`config.mk`:
```
export PLATFORM = sky130hd
export DESIGN_NAME = uvr_ctrl
export DESIGN_NICKNAME = d
export VERILOG_FILES = /design/src/uvr_pkg.sv /design/src/uvr_ctrl.sv
export SDC_FILE = /design/constraint.sdc
export NUM_CORES = 1
export LEC_CHECK = 0
export ABC_AREA = 1
export BUFFER_PORTS_ARGS = -buffer_cell sky130_fd_sc_hd__buf_2
export CAP_MARGIN = 40
export CORE_UTILIZATION = 40
export DETAILED_ROUTE_END_ITERATION = 16
export PLACE_DENSITY = 0.68
export SLEW_MARGIN = 0
export SYNTH_ARGS = -nofsm -noshare
export SYNTH_HDL_FRONTEND = slang
export SYNTH_SLANG_ARGS = --single-unit
```
`constraint.sdc`:
```
create_clock -name clk -period 1.43 [get_ports clk]
set_input_delay 0.0715 -clock clk [delete_from_list [all_inputs] [get_ports clk]]
set_output_delay 0.0715 -clock clk [all_outputs]
set_load 0.005 [all_outputs]
```
`src/uvr_pkg.sv`:
```
// ============================================================================
// uvr_pkg
// Shared types and constants for the unicycle velocity rollout core.
// ============================================================================
package uvr_pkg;

    localparam int ADDR_W    = 5;
    localparam int CORDIC_MAX = 24;
    localparam int ITER_W    = 5;
    localparam int CW        = 34;

    localparam logic [2:0] REG_STEP_TIME   = 3'd0;
    localparam logic [2:0] REG_ACCEL       = 3'd1;
    localparam logic [2:0] REG_BRAKE       = 3'd2;
    localparam logic [2:0] REG_FORWARD     = 3'd3;
    localparam logic [2:0] REG_BACKWARD    = 3'd4;
    localparam logic [2:0] REG_TURN_ACCEL  = 3'd5;
    localparam logic [2:0] REG_TURN_LIMIT  = 3'd6;

    // Radians to binary angle, scaled by 2^44.
    localparam logic [29:0] HEAD_K  = 30'd683565276;
    localparam logic [14:0] HEAD_KH = HEAD_K[29:15];
    localparam logic [14:0] HEAD_KL = HEAD_K[14:0];

    localparam logic signed [CW-1:0] CORDIC_X0 = 34'sd652032874;

    typedef struct packed {
        logic [15:0]        step_time;
        logic [14:0]        accel_limit;
        logic [14:0]        brake_limit;
        logic signed [15:0] forward_limit;
        logic signed [15:0] backward_limit;
        logic [14:0]        turn_accel_limit;
        logic [14:0]        turn_limit;
    } cfg_t;

    typedef struct packed {
        logic              load;
        logic              spd;
        logic              hmul;
        logic              hpart;
        logic              hadd;
        logic              cinit;
        logic              rot;
        logic              fold;
        logic              pmul;
        logic              done;
        logic [ITER_W-1:0] iter;
    } cmd_t;

    function automatic logic [31:0] atan_entry(input logic [ITER_W-1:0] idx);
        logic [31:0] r;
        begin
            case (idx)
                5'd0:    r = 32'h20000000;
                5'd1:    r = 32'h12E4051E;
                5'd2:    r = 32'h09FB385B;
                5'd3:    r = 32'h051111D4;
                5'd4:    r = 32'h028B0D43;
                5'd5:    r = 32'h0145D7E1;
                5'd6:    r = 32'h00A2F61E;
                5'd7:    r = 32'h00517C55;
                5'd8:    r = 32'h0028BE53;
                5'd9:    r = 32'h00145F2F;
                5'd10:   r = 32'h000A2F98;
                5'd11:   r = 32'h000517CC;
                5'd12:   r = 32'h00028BE6;
                5'd13:   r = 32'h000145F3;
                5'd14:   r = 32'h0000A2FA;
                5'd15:   r = 32'h0000517D;
                5'd16:   r = 32'h000028BE;
                5'd17:   r = 32'h0000145F;
                5'd18:   r = 32'h00000A30;
                5'd19:   r = 32'h00000518;
                5'd20:   r = 32'h0000028C;
                5'd21:   r = 32'h00000146;
                5'd22:   r = 32'h000000A3;
                5'd23:   r = 32'h00000051;
                default: r = 32'h00000000;
            endcase
            return r;
        end
    endfunction

endpackage

```
`src/uvr_ctrl.sv`:
```
// ============================================================================
// uvr_ctrl
// Sequencer for one integration tick and owner of the result valid flag.
// ============================================================================
module uvr_ctrl #(
    parameter int CORDIC_STEPS = 16
) (
    input  logic          clk,
    input  logic          rst_n,
    input  logic          in_valid,
    output logic          in_stall,
    output logic          out_valid,
    input  logic          out_stall,
    output uvr_pkg::cmd_t cmd
);
    import uvr_pkg::*;

    localparam int EFF = (CORDIC_STEPS > CORDIC_MAX) ? CORDIC_MAX : CORDIC_STEPS;
    localparam int IW  = (EFF > 1) ? $clog2(EFF) : 1;

    typedef enum logic [3:0] {
        S_IDLE, S_SPD, S_HMUL, S_HPART, S_HADD, S_CINIT, S_ROT, S_FOLD, S_PMUL, S_DONE
    } state_t;

    state_t        state_reg, state_next;
    logic [IW-1:0] iter_reg, iter_next;
    logic          out_valid_reg, out_valid_next;
    logic          can_finish;

    assign can_finish = !out_valid_reg || !out_stall;
    assign in_stall   = (state_reg != S_IDLE);
    assign out_valid  = out_valid_reg;

    always_comb
    begin
        cmd        = '0;
        cmd.iter   = ITER_W'(iter_reg);
        cmd.load   = (state_reg == S_IDLE) && in_valid;
        cmd.spd    = (state_reg == S_SPD);
        cmd.hmul   = (state_reg == S_HMUL);
        cmd.hpart  = (state_reg == S_HPART);
        cmd.hadd   = (state_reg == S_HADD);
        cmd.cinit  = (state_reg == S_CINIT);
        cmd.rot    = (state_reg == S_ROT);
        cmd.fold   = (state_reg == S_FOLD);
        cmd.pmul   = (state_reg == S_PMUL);
        cmd.done   = (state_reg == S_DONE) && can_finish;
    end

    always_comb
    begin
        state_next     = state_reg;
        iter_next      = iter_reg;
        out_valid_next = out_valid_reg && out_stall;
        case (state_reg)
            S_IDLE:  if (in_valid) state_next = S_SPD;
            S_SPD:   state_next = S_HMUL;
            S_HMUL:  state_next = S_HPART;
            S_HPART: state_next = S_HADD;
            S_HADD:  state_next = S_CINIT;
            S_CINIT:
            begin
                iter_next  = '0;
                state_next = S_ROT;
            end
            S_ROT:
            begin
                iter_next = iter_reg + 1'b1;
                if (iter_reg == IW'(EFF - 1))
                begin
                    state_next = S_FOLD;
                end
            end
            S_FOLD:  state_next = S_PMUL;
            S_PMUL:  state_next = S_DONE;
            S_DONE:
            begin
                if (can_finish)
                begin
                    out_valid_next = 1'b1;
                    state_next     = S_IDLE;
                end
            end
            default: state_next = S_IDLE;
        endcase
    end

    always_ff @(posedge clk or negedge rst_n)
    begin
        if (!rst_n)
        begin
            state_reg     <= S_IDLE;
            iter_reg      <= '0;
            out_valid_reg <= 1'b0;
        end
        else
        begin
            state_reg     <= state_next;
            iter_reg      <= iter_next;
            out_valid_reg <= out_valid_next;
        end
    end

endmodule

```
=== Yosys cells after proc, flatten, opt, wreduce, memory -nomap -nowiden ===
Cells that the tools add are included.

* Bits in registers: 9
* Latch bits: 0
* Memory bits (writable): 0
* ROM bits: 0
* Input bits: 4
* Output and inout port bits: 17
* Word-level logic and storage cells: 34
* Memories kept: 0

* Add/sub/neg operators: 1
* $mul: 0
* Div/mod/pow operators: 0
* Magnitude comparators: 0
* Eq/ne operators: 13
* Shifts and indexed selects: 0
* Mux-type cells: 7
* Bitwise gates (word level): 0
* Reduce and logical (&&, ||, !) cells: 10

{| class="wikitable"
|+ Operators with widths
! cell !! count
|-
| 4-bit case mux with 10 select lines || 1
|-
| 4-bit by 3-bit == test with 1-bit output, second input constant || 4
|-
| 4-bit == test, second input constant || 3
|-
| 4-bit 2-to-1 mux || 3
|-
| 4-bit by 2-bit == test with 1-bit output, second input constant || 2
|-
| 4-bit case mux with 2 select lines || 1
|-
| 4-bit by 1-bit adder with 4-bit output, second input constant || 1
|-
| 4-bit by 1-bit == test with 1-bit output, second input constant || 1
|-
| 4-bit zero test || 1
|-
| 2-bit inequality test, second input constant || 2
|-
| 4-bit nonzero test || 1
|-
| 1-bit logical AND || 3
|-
| 3-bit AND reduction || 1
|-
| 1-bit zero test || 2
|-
| 1-bit 2-to-1 mux || 2
|-
| 2-bit by 1-bit inequality test with 1-bit output, second input constant || 1
|-
| 2-bit nonzero test || 1
|-
| 1-bit logical OR || 1
|}

=== Logic depth before layout (Yosys ltp) ===
* Depth in word-level cells: 4
* Gate-level depth with buffers: 6
* Gate-level depth less buffers: 6

=== Worst setup path after synthesis ===
OpenSTA, ideal clock, no wires.

* Kind: reg-to-reg
* Start: reg state_reg[1]
* End: reg state_reg[3]
* Library setup time: 0.067 ns
* Data arrival time: 0.946 ns
* Required time: 1.363 ns
* Path slack: 0.417 ns
* Stages on the path, launching flop included: 6
* Path buffers: 0
* Period minus slack after synthesis: 1.013 ns
* Cells stage by stage: dfrtp_1 -> nor2_1 -> nand2_1 -> nor2_1 -> nor2_1 -> nand2_1

{| class="wikitable"
|+ RTL lines
! what !! RTL line !! text
|-
| start, declared || uvr_ctrl.sv:25 || <nowiki>state_t state_reg, state_next;</nowiki>
|-
| start signal, assigned || uvr_ctrl.sv:98 || <nowiki>state_reg <= state_next;</nowiki>
|}

==> flow_summary.ini <==
[clocking]
clkTransAtPathRegs_ns = 0.06
cts-root-buf = clkbuf_4
htreeDepth = 1
tritoncts.num_buffers = 3
cts_tree = built
clk_path_buf_depth = 2
clock-sinks = 9
insertion_delay_ns = 0.27

[pwr]
p_sw_mw = 0.680
p_clk_share_pct = 14.4
peakVddDrop_mv = 1.01
combPwrFrac_pct = 49.9
netSwitchingFraction_pct = 46.8
pwr-share-seq_pct = 35.7
power_density_nw_per_um2 = 2100
p_leak_nw = 0.415
p_int_mw = 0.773

[cells_and_area]
seqCellArea_sq_um = 228
drive_gt1_share_pct = 35.1
final_cell_mix = buf_2, nand2_1, inv_1, nand3_1, nor2_1
nFillCells = 117
area_delta_synth_final_pct = 28.7
layout_commonest_cell = buf_2
stdcell_area_sq_um = 691
diodes = 0
finalNetCount = 100
multi_input_area_sq_um = 268

[sta]
max_freq_ghz = 0.742
rsz0062_at_grt = no
period_needed_ns = 1.35
setup-violations-final = 0
holdWs_ns = 0.0145
period_share_pct = 94.2
fin_worst_skew_ns = 0.000557
fin_setup_tns_ns = 0
slew_viol_final = 0
hold_viol = 0
postLayoutSetupSlackWorst_ns = 0.0829

[grt]
grt_pass1_vias = 448
grt_pass1_wl_um = 1860
grt_overflow = 0
track_usage_pct = 19.3
antenna_found_initial = 0
grt_max_degree = 10

[critical_path]
path_max_fanout = 6
cp_cell_sequence = nor2_4 > nand2_1 > nor2_1 > buf_2
cp_data_arrival_time_ns = 1.28
slowest_delay_ns = 0.48
startpoint_type = flop
end_kind = output pin
critPathKind = flop to output pin
crit_buf_inv = 1
cp_slowest_cell = dfrtp_1
crit_required_ns = 1.36
crit_family = flip-flops

[drt]
drtIter0Drc = 7
vias = 509
post_drt_wl_per_cell_um = 11.1
detail_route.vias_per_cell = 4.71
antenna_left = 0
drc_errors = 0
routed_wl_um = 1200
firstDrtPassIters = 4

[floorplan]
initial_core_util_pct = 45.8
die_y_um = 38.6
fp.dieW_um = 38.6
io_pins = 21
core_sq_um = 1170
fp-row-count = 12
die-area_sq_um = 1490

[placement]
dpl.hpwl_um = 884
pre_cts_ws_ns = 0.301
placedInstanceArea_sq_um = 642
gp_congestion = 0.807
io_buffers = 19

[synth]
synth.distinct_cells = 19
synth_area_sq_um = 537
ys_seq_area_share_pct = 42.0
ys_warn_count = 0
synth_seq_cells = 9
syn_avg_cell_area_sq_um = 7.56
syn_inst = 71
synth_nets = 76

[job]
cap_violations = 0

[hold_path]
min_path_type = input port to flop

[status]
status = finished clean
## cell usage after synthesis
library cell,number,area [sq um]
nor3_1,4,20.0
clkinv_4,1,8.76
xor2_1,1,8.76
nand2_4,1,11.3
inv_2,1,3.75
nand2_1,14,52.6
nand3_1,9,45.0
nor2_1,10,37.5
inv_1,9,33.8
conb_1,1,3.75
nor2_2,2,12.5
a21oi_2,1,8.76
buf_4,1,7.51
o21bai_1,2,15.0
dfrtp_1,9,225
o21ai_1,2,10.0
xnor2_1,1,8.76
ha_1,1,12.5
nor2_4,1,11.3
## routing by layer
| layer | wire [um] | GRT usage (%) |
|---|---|---|
| met3 | 60 | 6.94 |
| met2 | 518 | 25.4 |
| met5 | 0 | 0 |
| met1 | 594 | 25.8 |
| met4 | 23 | 12.9 |
## power groups by stage
| stage | sequential, mW | clock (mW) | combinational, mW |
|---|---|---|---|
| after floorplan | 0.476 | 0 | 0.485 |
| after global placement | 0.489 | 0 | 0.704 |
| after detailed placement | 0.492 | 0 | 0.709 |
| after CTS | 0.495 | 0.218 | 0.716 |
| after global routing | 0.532 | 0.228 | 0.817 |
| final | 0.518 | 0.209 | 0.725 |
## worst register-to-register path, delay by kind of cell, from the launching register on
| family | cells | cell delay (ns) |
|---|---|---|
| compound gates | 1 | 0.07 |
| flops | 1 | 0.48 |
| simple gates | 3 | 0.44 |
## through the flow
stage / cells / util, % / power, mW
6_report: 108 / 59.0 / 1.45
5_1_grt: 108 / 59.0 / 1.58
4_1_cts: 108 / 58.1 / 1.43
3_5_place_dp: 103 / 54.8 / 1.20
3_3_place_gp: 103 / 54.8 / 1.19
2_1_floorplan: 71 / - / 0.961
## cells by family (layout without fill, tap and decap cells)
family / Yosys count / count (layout) / share of synthesized area (%)
compound gates: 5 / 5 / 6.29
other cells: 1 / 1 / 0.699
xor+xnor: 2 / 2 / 3.26
flops: 9 / 9 / 42.0
simple gates: 41 / 41 / 35.4
buf+inv: 12 / 35 / 10.0
fa+ha+maj: 1 / 1 / 2.33
## path summary, 6_finish.rpt
| path | start | to | slack, ns | cells after the start |
|---|---|---|---|---|
| min | out_stall | out_valid | 0.01 | 3 |
| max reg2reg | state_reg[1] | iter_reg[2] | 0.34 | 4 |
| max in group asynchronous | rst_n | state_reg[0] | 1.04 | 2 |
| max | state_reg[1] | cmd[6] | 0.08 | 4 |
| min in group asynchronous | rst_n | state_reg[2] | 0.19 | 2 |
| min reg2reg | out_valid | out_valid | 0.51 | 2 |
## what timing repair did
item | in CTS | in global routing
endpoints found under the hold margin | 9 | 0
endpoints found under the setup margin | 1 | 3
setup buffers | 0 | 0
gates resized for setup | 1 | 4
hold buffers | 1 | 0
## area by class of cell
type / instances / share of cell area (%)
sequential: 9 / 33.0
clock buffer: 4 / 3.80
timing repair buffer: 20 / 15.2
multi-input combinational: 50 / 38.8
inverter: 11 / 6.70
tap: 14 / 2.54
(Power assumes the default switching activity.)
